[config.mk]
export PLATFORM = sky130hd
export DESIGN_NAME = battery_soc_and_fault_monitor
export DESIGN_NICKNAME = d
export VERILOG_FILES = /design/src/design/bsfm_pkg.sv /design/src/design/battery_soc_and_fault_monitor.sv /design/src/design/bsfm_scale.sv /design/src/design/bsfm_temp_ring.sv /design/src/design/bsfm_result.sv
export SDC_FILE = /design/constraint.sdc
export NUM_CORES = 1
export LEC_CHECK = 0
export BUFFER_PORTS_ARGS = -buffer_cell sky130_fd_sc_hd__buf_2
export CAP_MARGIN = 20
export CORE_UTILIZATION = 45
export CTS_CLUSTER_SIZE = 24
export DETAILED_ROUTE_END_ITERATION = 10
export GPL_TIMING_DRIVEN = 0
export PLACE_DENSITY = 0.59
export SKIP_LAST_GASP = 1
export SLEW_MARGIN = 20
export SYNTH_ARGS = -nofsm -noshare
export SYNTH_HDL_FRONTEND = slang
export SYNTH_SLANG_ARGS = --single-unit
[constraint.sdc]
create_clock -name clk -period 8.1 [get_ports clk]
set_input_delay 1.215 -clock clk [delete_from_list [all_inputs] [get_ports clk]]
set_output_delay 1.215 -clock clk [all_outputs]
set_load 0.05 [all_outputs]
[src/design/bsfm_pkg.sv]
package bsfm_pkg;

  // Field widths
  localparam int CODE_W  = 10;
  localparam int GAIN_W  = 18;
  localparam int VAL_W   = 16;
  localparam int SOC_W   = 8;
  localparam int FAULT_W = 2;
  localparam int CFG_W   = 18;
  localparam int IDX_W   = 2;
  localparam int PROD_W  = CODE_W + GAIN_W;
  localparam int GAIN_FRAC = 12;

  // Stream payload widths, rounded up to whole bytes
  localparam int IN_DATA_W  = 24;
  localparam int OUT_DATA_W = 48;

  // Register indexes
  localparam logic [IDX_W-1:0] REG_VOLT_GAIN      = 2'd0;
  localparam logic [IDX_W-1:0] REG_TEMP_GAIN      = 2'd1;
  localparam logic [IDX_W-1:0] REG_OVERVOLT_LIMIT = 2'd2;
  localparam logic [IDX_W-1:0] REG_OVERTEMP_LIMIT = 2'd3;

  // Register reset values
  localparam logic [GAIN_W-1:0] VOLT_GAIN_RST      = 18'd60000;
  localparam logic [GAIN_W-1:0] TEMP_GAIN_RST      = 18'd20000;
  localparam logic [VAL_W-1:0]  OVERVOLT_LIMIT_RST = 16'd12800;
  localparam logic [VAL_W-1:0]  OVERTEMP_LIMIT_RST = 16'd450;

  // Temperature ring entries come out of reset at 25.0 C
  localparam logic [VAL_W-1:0] TEMP_RST = 16'd250;

  // Fault codes
  localparam logic [FAULT_W-1:0] FAULT_NONE     = 2'd0;
  localparam logic [FAULT_W-1:0] FAULT_OVERVOLT = 2'd1;
  localparam logic [FAULT_W-1:0] FAULT_OVERTEMP = 2'd2;

  // 3S Li-ion charge table, highest band first
  localparam int SOC_STEPS = 15;
  localparam logic [VAL_W-1:0] SOC_THRESH_MV [SOC_STEPS] = '{
    16'd12600, 16'd12450, 16'd12300, 16'd12150, 16'd12000,
    16'd11850, 16'd11700, 16'd11550, 16'd11400, 16'd11250,
    16'd11100, 16'd10950, 16'd10800, 16'd10500, 16'd9000
  };
  localparam logic [SOC_W-1:0] SOC_VALUE [SOC_STEPS] = '{
    8'd200, 8'd190, 8'd180, 8'd165, 8'd150,
    8'd135, 8'd120, 8'd105, 8'd90,  8'd75,
    8'd60,  8'd45,  8'd30,  8'd20,  8'd10
  };
  localparam logic [SOC_W-1:0] SOC_EMPTY = 8'd0;

  // First band whose threshold the voltage reaches; parallel compares
  function automatic logic [SOC_W-1:0] soc_lookup(input logic [VAL_W-1:0] mv);
    logic [SOC_W-1:0] soc;
    soc = SOC_EMPTY;
    for (int i = SOC_STEPS - 1; i >= 0; i--) begin
      if (mv >= SOC_THRESH_MV[i]) begin
        soc = SOC_VALUE[i];
      end
    end
    return soc;
  endfunction

endpackage

[src/design/battery_soc_and_fault_monitor.sv]
// Battery monitor: each input beat carries a raw voltage and a raw temperature
// ADC code; each output beat carries pack millivolts, the mean of the last
// AVG_DEPTH temperatures in tenths of a degree (current sample included),
// state of charge in half percent and a fault code (overvoltage before
// overtemperature). One beat is taken every clock while the output side keeps
// up; a result passes through the input register, gain multipliers,
// temperature ring with running sum and result register. The temperature
// mean comes from a running total of the ring, so the ring costs one add and
// one subtract per beat whatever its depth. Registers must be written through
// cfg_we/cfg_index/cfg_data only while no beats are in flight; the block
// itself does not enforce this.
module battery_soc_and_fault_monitor
  import bsfm_pkg::*;
#(
  parameter int AVG_DEPTH = 4
) (
  input  logic                  clk,
  input  logic                  rst,
  // Input stream
  input  logic                  s_axis_tvalid,
  output logic                  s_axis_tready,
  input  logic [IN_DATA_W-1:0]  s_axis_tdata,   // volt_code[9:0], temp_code[19:10]
  // Result stream
  output logic                  m_axis_tvalid,
  input  logic                  m_axis_tready,
  output logic [OUT_DATA_W-1:0] m_axis_tdata,   // pack_mv[15:0], temp_avg_decideg[31:16],
                                                // soc_half_pct[39:32], fault_code[41:40]
  // Register writes
  input  logic                  cfg_we,
  input  logic [IDX_W-1:0]      cfg_index,
  input  logic [CFG_W-1:0]      cfg_data
);

  localparam int SUM_W = VAL_W + $clog2(AVG_DEPTH);

  // Configuration registers
  logic [GAIN_W-1:0] volt_gain;
  logic [GAIN_W-1:0] temp_gain;
  logic [VAL_W-1:0]  overvolt_limit_mv;
  logic [VAL_W-1:0]  overtemp_limit_decideg;

  always_ff @(posedge clk) begin
    if (rst) begin
      volt_gain              <= VOLT_GAIN_RST;
      temp_gain              <= TEMP_GAIN_RST;
      overvolt_limit_mv      <= OVERVOLT_LIMIT_RST;
      overtemp_limit_decideg <= OVERTEMP_LIMIT_RST;
    end else if (cfg_we) begin
      case (cfg_index)
        REG_VOLT_GAIN:      volt_gain              <= cfg_data;
        REG_TEMP_GAIN:      temp_gain              <= cfg_data;
        REG_OVERVOLT_LIMIT: overvolt_limit_mv      <= cfg_data[VAL_W-1:0];
        REG_OVERTEMP_LIMIT: overtemp_limit_decideg <= cfg_data[VAL_W-1:0];
        default: ;
      endcase
    end
  end

  // Pipeline flow control: a stage loads when it is empty or moving on
  logic v_in, v_scl, v_ring, v_out;
  logic rdy_in, rdy_scl, rdy_ring, rdy_out;

  assign rdy_out  = !v_out  || m_axis_tready;
  assign rdy_ring = !v_ring || rdy_out;
  assign rdy_scl  = !v_scl  || rdy_ring;
  assign rdy_in   = !v_in   || rdy_scl;

  assign s_axis_tready = rdy_in;
  assign m_axis_tvalid = v_out;

  always_ff @(posedge clk) begin
    if (rst) begin
      v_in   <= 1'b0;
      v_scl  <= 1'b0;
      v_ring <= 1'b0;
      v_out  <= 1'b0;
    end else begin
      if (rdy_in)   v_in   <= s_axis_tvalid;
      if (rdy_scl)  v_scl  <= v_in;
      if (rdy_ring) v_ring <= v_scl;
      if (rdy_out)  v_out  <= v_ring;
    end
  end

  // Input register
  logic [CODE_W-1:0] volt_code;
  logic [CODE_W-1:0] temp_code;

  always_ff @(posedge clk) begin
    if (rdy_in) begin
      volt_code <= s_axis_tdata[CODE_W-1:0];
      temp_code <= s_axis_tdata[2*CODE_W-1:CODE_W];
    end
  end

  // Gain scaling
  logic [VAL_W-1:0] scl_mv;
  logic [VAL_W-1:0] scl_temp;

  bsfm_scale u_scale (
    .clk          (clk),
    .en           (rdy_scl),
    .volt_code    (volt_code),
    .temp_code    (temp_code),
    .volt_gain    (volt_gain),
    .temp_gain    (temp_gain),
    .pack_mv      (scl_mv),
    .temp_decideg (scl_temp)
  );

  // Ring stage: temperature history plus voltage-side lookups
  logic [SUM_W-1:0] ring_sum;
  logic [VAL_W-1:0] ring_mv;
  logic [SOC_W-1:0] ring_soc;
  logic             ring_ov;

  bsfm_temp_ring #(
    .AVG_DEPTH (AVG_DEPTH)
  ) u_ring (
    .clk          (clk),
    .rst          (rst),
    .push         (rdy_ring && v_scl),
    .temp_decideg (scl_temp),
    .sum          (ring_sum)
  );

  always_ff @(posedge clk) begin
    if (rdy_ring) begin
      ring_mv  <= scl_mv;
      ring_soc <= soc_lookup(scl_mv);
      ring_ov  <= (scl_mv >= overvolt_limit_mv);
    end
  end

  // Mean, fault priority and result register
  logic [VAL_W-1:0]   out_mv;
  logic [VAL_W-1:0]   out_temp;
  logic [SOC_W-1:0]   out_soc;
  logic [FAULT_W-1:0] out_fault;

  bsfm_result #(
    .AVG_DEPTH (AVG_DEPTH)
  ) u_result (
    .clk              (clk),
    .en               (rdy_out),
    .sum              (ring_sum),
    .pack_mv_in       (ring_mv),
    .soc_in           (ring_soc),
    .overvolt         (ring_ov),
    .overtemp_limit   (overtemp_limit_decideg),
    .pack_mv          (out_mv),
    .temp_avg_decideg (out_temp),
    .soc_half_pct     (out_soc),
    .fault_code       (out_fault)
  );

  assign m_axis_tdata = {
    (OUT_DATA_W - 2*VAL_W - SOC_W - FAULT_W)'(0),
    out_fault, out_soc, out_temp, out_mv
  };

endmodule

[src/design/bsfm_scale.sv]
module bsfm_scale
  import bsfm_pkg::*;
(
  input  logic              clk,
  input  logic              en,
  input  logic [CODE_W-1:0] volt_code,
  input  logic [CODE_W-1:0] temp_code,
  input  logic [GAIN_W-1:0] volt_gain,
  input  logic [GAIN_W-1:0] temp_gain,
  output logic [VAL_W-1:0]  pack_mv,
  output logic [VAL_W-1:0]  temp_decideg
);

  logic [PROD_W-1:0] volt_prod;
  logic [PROD_W-1:0] temp_prod;

  // 10 x 18 bit products in Q.12; after dropping the fraction the largest
  // possible value is still below 2^16, so the 16-bit slice never overflows
  assign volt_prod = PROD_W'(volt_code) * PROD_W'(volt_gain);
  assign temp_prod = PROD_W'(temp_code) * PROD_W'(temp_gain);

  always_ff @(posedge clk) begin
    if (en) begin
      pack_mv      <= volt_prod[GAIN_FRAC +: VAL_W];
      temp_decideg <= temp_prod[GAIN_FRAC +: VAL_W];
    end
  end

endmodule

[src/design/bsfm_temp_ring.sv]
module bsfm_temp_ring
  import bsfm_pkg::*;
#(
  parameter int AVG_DEPTH = 4
) (
  input  logic                                   clk,
  input  logic                                   rst,
  input  logic                                   push,
  input  logic [VAL_W-1:0]                       temp_decideg,
  output logic [VAL_W+$clog2(AVG_DEPTH)-1:0]     sum
);

  localparam int PTR_W = $clog2(AVG_DEPTH);
  localparam int SUM_W = VAL_W + PTR_W;
  localparam logic [SUM_W-1:0] SUM_RST = SUM_W'(int'(TEMP_RST) * AVG_DEPTH);
  localparam logic [PTR_W-1:0] PTR_LAST = PTR_W'(AVG_DEPTH - 1);

  logic [VAL_W-1:0] ring [AVG_DEPTH];
  logic [PTR_W-1:0] ring_pointer;
  logic [SUM_W-1:0] sum_next;

  // Running total: add the new sample, drop the one it replaces
  assign sum_next = sum + SUM_W'(temp_decideg) - SUM_W'(ring[ring_pointer]);

  always_ff @(posedge clk) begin
    if (rst) begin
      for (int i = 0; i < AVG_DEPTH; i++) begin
        ring[i] <= TEMP_RST;
      end
      ring_pointer <= '0;
      sum          <= SUM_RST;
    end else if (push) begin
      ring[ring_pointer] <= temp_decideg;
      ring_pointer       <= (ring_pointer == PTR_LAST) ? '0 : ring_pointer + 1'b1;
      sum                <= sum_next;
    end
  end

endmodule

[src/design/bsfm_result.sv]
module bsfm_result
  import bsfm_pkg::*;
#(
  parameter int AVG_DEPTH = 4
) (
  input  logic                               clk,
  input  logic                               en,
  input  logic [VAL_W+$clog2(AVG_DEPTH)-1:0] sum,
  input  logic [VAL_W-1:0]                   pack_mv_in,
  input  logic [SOC_W-1:0]                   soc_in,
  input  logic                               overvolt,
  input  logic [VAL_W-1:0]                   overtemp_limit,
  output logic [VAL_W-1:0]                   pack_mv,
  output logic [VAL_W-1:0]                   temp_avg_decideg,
  output logic [SOC_W-1:0]                   soc_half_pct,
  output logic [FAULT_W-1:0]                 fault_code
);

  localparam int LOG_D     = $clog2(AVG_DEPTH);
  localparam int SUM_W     = VAL_W + LOG_D;
  localparam int DIV_SHIFT = SUM_W + LOG_D;
  localparam int MUL_W     = 2 * SUM_W + 1;
  // Rounded-up reciprocal; exact floor for every sum of SUM_W bits
  localparam logic [SUM_W:0] DIV_MULT =
    (SUM_W+1)'(((64'd1 << DIV_SHIFT) + 64'(AVG_DEPTH) - 64'd1) / 64'(AVG_DEPTH));

  logic [MUL_W-1:0]   div_prod;
  logic [VAL_W-1:0]   avg;
  logic [FAULT_W-1:0] fault;

  // Mean of the ring by reciprocal multiply
  assign div_prod = MUL_W'(sum) * MUL_W'(DIV_MULT);
  assign avg      = div_prod[DIV_SHIFT +: VAL_W];

  // Overvoltage wins over overtemperature
  always_comb begin
    if (overvolt) begin
      fault = FAULT_OVERVOLT;
    end else if (avg >= overtemp_limit) begin
      fault = FAULT_OVERTEMP;
    end else begin
      fault = FAULT_NONE;
    end
  end

  always_ff @(posedge clk) begin
    if (en) begin
      pack_mv          <= pack_mv_in;
      temp_avg_decideg <= avg;
      soc_half_pct     <= soc_in;
      fault_code       <= fault;
    end
  end

endmodule

==> results of run 1 <==
layer usage:
layer  vias up  wire length [um]
met4         0               841
met5         -                 0
li1       7473                 -
met1      7803             26100
met3        66              3260
met2       446             25000
synth_stat cells, drive strengths merged, types with 4 or more instances:
library cell | number | area share (%)
nand2 | 361 | 6.0
inv | 311 | 5.1
fa | 266 | 23
and2 | 229 | 6.3
edfxtp | 183 | 24
ha | 173 | 9.5
a21oi | 106 | 2.3
clkbuf | 101 | 1.7
dfxtp | 94 | 8.3
nor2 | 70 | 1.2
o21ai | 45 | 0.99
xnor2 | 27 | 1.0
nor3 | 24 | 0.53
a21o | 21 | 0.70
nand3b | 18 | 0.60
buf | 16 | 0.47
mux4 | 16 | 1.6
xor2 | 14 | 0.54
nand3 | 13 | 0.29
nor2b | 13 | 0.36
a211o | 12 | 0.46
a211oi | 12 | 0.40
nand2b | 10 | 0.28
and3 | 9 | 0.25
or2 | 8 | 0.22
a2111oi | 6 | 0.23
a31oi | 5 | 0.14
nand4 | 5 | 0.14
nor4 | 5 | 0.14
o21a | 5 | 0.17
o21bai | 5 | 0.17
o31ai | 5 | 0.19
a221oi | 4 | 0.15
registers in the layout (all words and copies together) (netlist names), 8 cells and up, named ones only:
register / flops
volt_code: 10
u_result.temp_avg_decideg: 16
overvolt_limit_mv: 16
u_scale.pack_mv: 16
u_result.pack_mv: 16
volt_gain: 18
u_scale.temp_decideg: 16
temp_gain: 18
ring_soc: 8
temp_code: 10
u_result.soc_half_pct: 8
u_ring.ring: 64
ring_mv: 16
u_ring.sum: 18
overtemp_limit_decideg: 16
cell type report:
class | count | area (sq um)
Buffer | 117 | 495
Clock buffer | 38 | 843
Clock inverter | 19 | 246
Fill cell | 4583 | 24200
Inverter | 311 | 1170
Multi-Input combinational cell | 1537 | 13700
Sequential cell | 277 | 7380
Tap cell | 664 | 831
Timing Repair Buffer | 92 | 493
path summary, 6_finish.rpt:
| path | startpoint | endpoint | slack [ns] | cells after the start |
|---|---|---|---|---|
| worst min register to register | ring_soc[5] | u_result.soc_half_pct[5] | 0.42 | 0 |
| worst min-delay path | ring_soc[5] | u_result.soc_half_pct[5] | 0.42 | 0 |
| worst max-delay path | temp_code[3] | u_scale.temp_decideg[14] | 1.21 | 23 |
| worst max register to register | temp_code[3] | u_scale.temp_decideg[14] | 1.21 | 23 |
power by group through the flow:
stage	logic (mW)	registers, mW	clock network (mW)
2_1_floorplan	2.61	2.30	0
3_3_place_gp	3.60	2.11	0
3_5_place_dp	3.66	2.12	0
4_1_cts	3.69	2.09	1.52
5_1_grt	4.16	2.11	1.57
6_report	3.65	2.08	1.49
kinds of logic (layout without fill, tap and decap cells):
group                    count (synthesis)  count (layout)  share of synthesized area (%)
XOR/XNOR                                41              41                           1.58
AND/OR/NAND/NOR                        781             781                           16.8
adder cells (fa/ha/maj)                439             439                           33.0
AO/OA/AOI/OAI                          253             253                           7.03
flip-flops                             277             277                           32.5
buffers and inverters                  428             577                           7.33
multiplexers                            17              17                           1.63
other                                    1               6                         0.0165
per-stage QoR:
step	utilization, %	area [sq um]
floorplan	-	22700
global placement	48.5	24000
detailed placement	48.7	24000
CTS	50.9	25100
global route	50.9	25100
finish	50.9	25100
worst max-delay path: cells and delay by family (launching register included):
family	cells	cell delay [ns]
buffers and inverters	7	1.15
AO/OA/AOI/OAI	6	1.73
adder cells (fa/ha/maj)	6	2.87
XOR/XNOR	1	0.08
flip-flops	1	0.31
AND/OR/NAND/NOR	3	0.45
==> results.md, run 1 <==
- Fin Setup TNS: 0 ns
- Fin cells: 3055
- Worst setup margin: roughly 1.2 ns
- Placed cell count: 2997
- Root Buffer: clkbuf_16
- Global route total overflow: 0
- Clock-pin slew on the worst setup and hold paths: roughly 0.060 ns
- Worst Setup End Kind: register
- Layout cells sized above 1: 8.20%
- Synth warnings: 0
- Largest net degree at the start of global routing: 36
- Met1 Usage GRT: between 30 and 40%
- Post-synth EDFFs: roughly 180
- Pwr/cell area: 287 nW/um^2
- Yosys reg bits: approximately 280
- Hold buffers post-CTS: 0
- Synth-to-layout area growth: 10.8%
- Most frequent cells in the layout: nand2_1, inv_1, fa_1, and2_1, edfxtp_1
- # setup viols final: 0
- Clock tree buffer depth: 3
- Pwr Total: 7.22 mW
- Setup Skew: 0.0140 ns
- Final ANT Viol Nets: 0
- Global-route wire length before repair: 88.3 mm
- Final Hold Vio Count: 0
- CTS tree: yes
- DRC viols: 0
- 1st-pass router iterations: 5
- Number of diodes: 0
- Synth async-reset ratio: 0%
- HPWL Detailed: approximately 43 mm
- Initial antenna violation count: 0
- Total CTS buffers: 31
- Crit path max fanout: 10
- Grt met2 use: a little over a third
- DR vias/cell: around 5.2
- Most used routing layer: met2
- WL/cell: about 18 um
- Initial core utilization: between 40% and 50%
- Final wirelength: 55.2 mm
- Max Cap Violations: 0
- FP Rows: 81
- Worst path slowest cell: fa_1
- Most used flip-flop cell after synthesis: edfxtp_1
- Mean Syn Cell Area: around 10 sq um
- Post-CTS sizing: 0
- Die Span Y: roughly 230 um
- Post-CTS setup buffers: 0
- Io pins: 99
- Fin crit period: between 6 and 7 ns
- P_int: 4.29 mW
- # nets final: between 2000 and 3000
- Max stage delay on crit path: about 0.56 ns
- # clock sinks: 277
- Worst path required time: 8.40 ns
- Die footprint: 51300 sq um
- Distinct cells, synth: 67
- Die width: between 200 and 250 um
- LEAKAGE: between 10 and 15 nW
- Post-Place Setup Slack: about 1.2 ns
- Crit path launch type: register
- Hold_ws: ~0.42 ns
- HP Class: reg -> reg
- RSZ-0062 raised after global routing: false
- WS Path Type: reg -> reg
- Fmax: about 0.15 GHz
- Clk pwr share: 20.6%
- Worst vdd ir: 156 uV
- Flop pwr share: 28.8%
- Met3 Usage GRT: under 10%
- Most common cell after layout, fill and taps aside: nand2_1
- Worst skew pair latency: roughly 0.56 ns
- Status: finished, final reports clean
- Mapped Cells: roughly 2200
- Post-synthesis instance area: 22700 sq um
- Routability cong.: 0.868
- Net Sw Power: 2.94 mW
- Sequential fraction of the synthesis area: between 30% and 40%
- Combinational power share: 50.6%
- Pins over their slew limit: 0
- CORE AREA: 49400 sq um
- Switching share of power: between 40% and 50%
- Slew margin rel.: a little over a third
- Total track usage: about 22%
- H-tree depth: 1
- Tcrit/Tclk final: between 80% and 90%
- Vias: 15800
- Measured slew at the worst slew-check pin: between 0.9 and 1 ns
- Critical path data arrival time: 7.20 ns
- Initial drt markers: 1063
- Number of global-route vias before repair: about 16000
- CP Cell Sequence: clkbuf_1 > clkbuf_1 > nand2_1 > fa_1 > inv_1 > fa_1 > inv_1 > fa_1 > inv_1 > fa_1 > inv_1 > fa_1 > inv_1 > ha_1 > and4_1 > a41oi_1 > o21ai_1 > o31ai_1 > o21ai_0 > a21oi_1 > nand2_1 > a21oi_1 > xnor2_1
- I/O Buffers: 87
(Power assumes the default switching activity.)
==> run 2, diff against run 1 <==
--- a/config.mk
+++ b/config.mk
@@ -5,6 +5,7 @@
 export SDC_FILE = /design/constraint.sdc
 export NUM_CORES = 1
 export LEC_CHECK = 0
+export ABC_AREA = 1
 export BUFFER_PORTS_ARGS = -buffer_cell sky130_fd_sc_hd__buf_2
 export CAP_MARGIN = 20
 export CORE_UTILIZATION = 45
==> results.md, run 2 <==
- Status: finished, final reports clean
- Max stage delay on crit path: 0.62 ns
- Mean Syn Cell Area: 8.48 sq um
- R2r endpoint: u_scale.pack_mv[12]
- Hold_ws: just over 0.4 ns
- Number of global-route vias before repair: approximately 19000
- Distinct cells, synth: 51
- Total CTS buffers: 34
- HP Class: reg -> reg
- Tcrit/Tclk final: between 70% and 80%
- Post-synthesis instance area: about 24000 sq um
- R2R depth: 19
- Pwr/cell area: around 340 nW/um^2
- Post-synth EDFFs: around 180
- R2R setup slack: 1.98 ns
- Vias: approximately 19000
- Sequential fraction of the synthesis area: 30.8%
- # setup viols final: 0
- Final-layout fill cell count: about 5000
- Worst path slowest cell: buf_1
- Cell Area, Placed: roughly 25000 sq um
- Io pins: 99
- Final wirelength: about 63 mm
- Total track usage: a little under a quarter
- # nets final: 3445
- Post-route cell area: 26500 sq um
- Layout cells sized above 1: under 10%
- Post-CTS sizing: 0
- Synth async-reset ratio: 0%
- Fmax: between 0.15 and 0.2 GHz
- Final ANT Viol Nets: 0
- Setup Skew: about 0.017 ns
- Synth warnings: 0
- Fin crit period: 6.12 ns
- Crit path launch type: register
- Mapped Cells: roughly 2800
- # clock sinks: 277
- WL/cell: about 17 um
- FP Rows: 84
- Yosys reg bits: around 280
- Most used flip-flop cell after synthesis: edfxtp_1
- Post-CTS setup buffers: 0
- Largest net degree at the start of global routing: between 40 and 50
- CP bufs+invs: 5
- I/O Buffers: between 80 and 90
- RSZ-0062 raised after global routing: false
- WS Path Type: reg -> reg
- Worst vdd ir: between 150 and 200 uV
- Global route total overflow: 0
- H-tree depth: 2
- Most area-consuming cells after synthesis: edfxtp_1, fa_1, nand2_1
- Die width: 233 um
- Top post-synthesis cells by count: nand2_1, inv_1, fa_1, nor2_1, edfxtp_1
- RR Startpoint: volt_code[5]
- LEAKAGE: 14.0 nW
- Hold Path Depth: 0
- Die Span Y: approximately 230 um
- Clock tree buffer depth: 3
- HP Start: ring_mv[0]
- Initial drt markers: approximately 1200
- Initial antenna violation count: 2
- Fin Setup TNS: 0 ns
- Most common cell in the netlist: nand2_1
- Crit path max fanout: 10
- Worst Hold Endpoint: u_result.pack_mv[0]
- Initial core utilization: between 40 and 50%
- CP Cell Sequence: clkbuf_1 > buf_1 > nand2_1 > fa_1 > inv_1 > fa_1 > fa_1 > fa_1 > inv_1 > fa_1 > inv_1 > ha_1 > a21oi_1 > o21ai_0 > a21oi_1 > nand3_1 > nand2_1 > nand3_1 > xor2_1
- Slew margin rel.: about two fifths
- Pins over their slew limit: 0
- CORE AREA: approximately 53000 sq um
- DRC viols: 0
- Root Buffer: clkbuf_16
- Max Cap Violations: 0
- Largest reg by FF count: u_ring.ring
- CTS tree: yes
- Most numerous cell on the critical path: fa_1
- Critical path data arrival time: between 6 and 7 ns
- 1st-pass router iterations: 7
- Worst Setup End Kind: register
- Clock-pin slew on the worst setup and hold paths: approximately 0.06 ns
- Final Hold Vio Count: 0
- DR vias/cell: about 5.1
- Delay-heaviest family, CP: adder cells
- Synth-to-layout area growth: 10.4%
- Area share of the largest cell type after synthesis: between 20% and 30%
- Most frequent cells in the layout: nand2_1, inv_1, fa_1, nor2_1, edfxtp_1
- Die footprint: ~54000 sq um
- HPWL Detailed: 49.8 mm
- Post-Place Setup Slack: ~2.1 ns
- Worst skew pair latency: about 0.56 ns
- Worst path required time: roughly 8.4 ns
- Max reg flops: 64
- Most common cell after layout, fill and taps aside: nand2_1
- Hold buffers post-CTS: 0
- Routability cong.: about 0.87
- Measured slew at the worst slew-check pin: 0.906 ns
- Largest area contributor in the netlist: edfxtp_1
- Worst setup margin: 1.98 ns
- Global-route wire length before repair: 100 mm
[run 2: cell types whose count changed in the layout (fill, tap and decap cells not counted), sizes merged, moves of 13 or more]
cell    previous run  this run
xor2              14        32
nand2            361       635
xnor2             27        12
inv              316       633
mux4              16         0
nor2b             13         0
o21ai             45       136
nand3             13        65
a21oi            106       124
o22ai              0        23
and2             229         0
nor2              70       231
nand3b            18         1
[run 2: kinds of logic after synthesis]
group                      Yosys count  share of synthesized area, %
AOI/OAI and AO/OA                  348                          8.11
xor gates and xnor gates            44                          1.61
adders and majority gates          439                          31.3
buffers and inverters              747                          11.9
DFF                                277                          30.8
other                                1                        0.0156
and+or+nand+nor                    970                          16.3
[run 2: how the worst max path moves through the flow]
stage	startpoint	end	slack [ns]	depth (start not counted)
finish	volt_code[5]	u_scale.pack_mv[12]	1.98	19
detailed placement	volt_code[6]	u_scale.pack_mv[12]	2.05	19
floorplan	volt_code[3]	u_scale.pack_mv[9]	3.04	19
global route	volt_code[5]	u_scale.pack_mv[10]	1.67	16
global placement	volt_code[6]	u_scale.pack_mv[12]	2.11	19
CTS	volt_code[6]	u_scale.pack_mv[12]	2.04	19
[run 2: final cells by class]
cell class | instances | area, sq um | area share [%]
Sequential cell | 277 | 7380 | 27.9
Tap cell | 688 | 861 | 3.25
Buffer | 115 | 490 | 1.85
Timing Repair Buffer | 90 | 455 | 1.72
Clock inverter | 15 | 201 | 0.761
Antenna cell | 2 | 5.00 | 0.0189
Multi-Input combinational cell | 1807 | 13700 | 52.0
Clock buffer | 47 | 951 | 3.59
Inverter | 632 | 2370 | 8.96
[run 2: power by group]
part	switching [mW]	leakage (nW)	internal (mW)	total, mW
Combinational	3.52	10.8	1.83	5.35
Sequential	0.180	2.64	1.98	2.16
Clock	0.624	0.554	0.932	1.56
Total	4.32	14.0	4.74	9.06
[run 2: routing by layer]
metal	GRT usage, %	share of wire, %	vias up
met1	34.0	47	8970
li1	-	-	8962
met5	0	0	-
met3	3.69	6.3	90
met2	37.7	45	535
met4	6.90	2.3	0
[run 2: worst register-to-register path, stage by stage (launching register included)]
cell	delay, ns
edfxtp_1	0.31
clkbuf_1	0.54
buf_1	0.63
nand2_1	0.17
fa_1	0.53
inv_1	0.05
fa_1	0.47
fa_1	0.52
fa_1	0.56
inv_1	0.06
fa_1	0.54
inv_1	0.05
ha_1	0.37
a21oi_1	0.30
o21ai_0	0.12
a21oi_1	0.15
nand3_1	0.16
nand2_1	0.10
nand3_1	0.08
xor2_1	0.16
[run 2: stage by stage]
stage / instances / power [mW] / utilization [%]
2_1_floorplan: 2831 / 6.04 / -
3_3_place_gp: 3607 / 7.45 / 48.1
3_5_place_dp: 3609 / 7.50 / 48.2
4_1_cts: 3671 / 9.10 / 50.3
5_1_grt: 3673 / 9.90 / 50.4
6_report: 3673 / 9.06 / 50.4
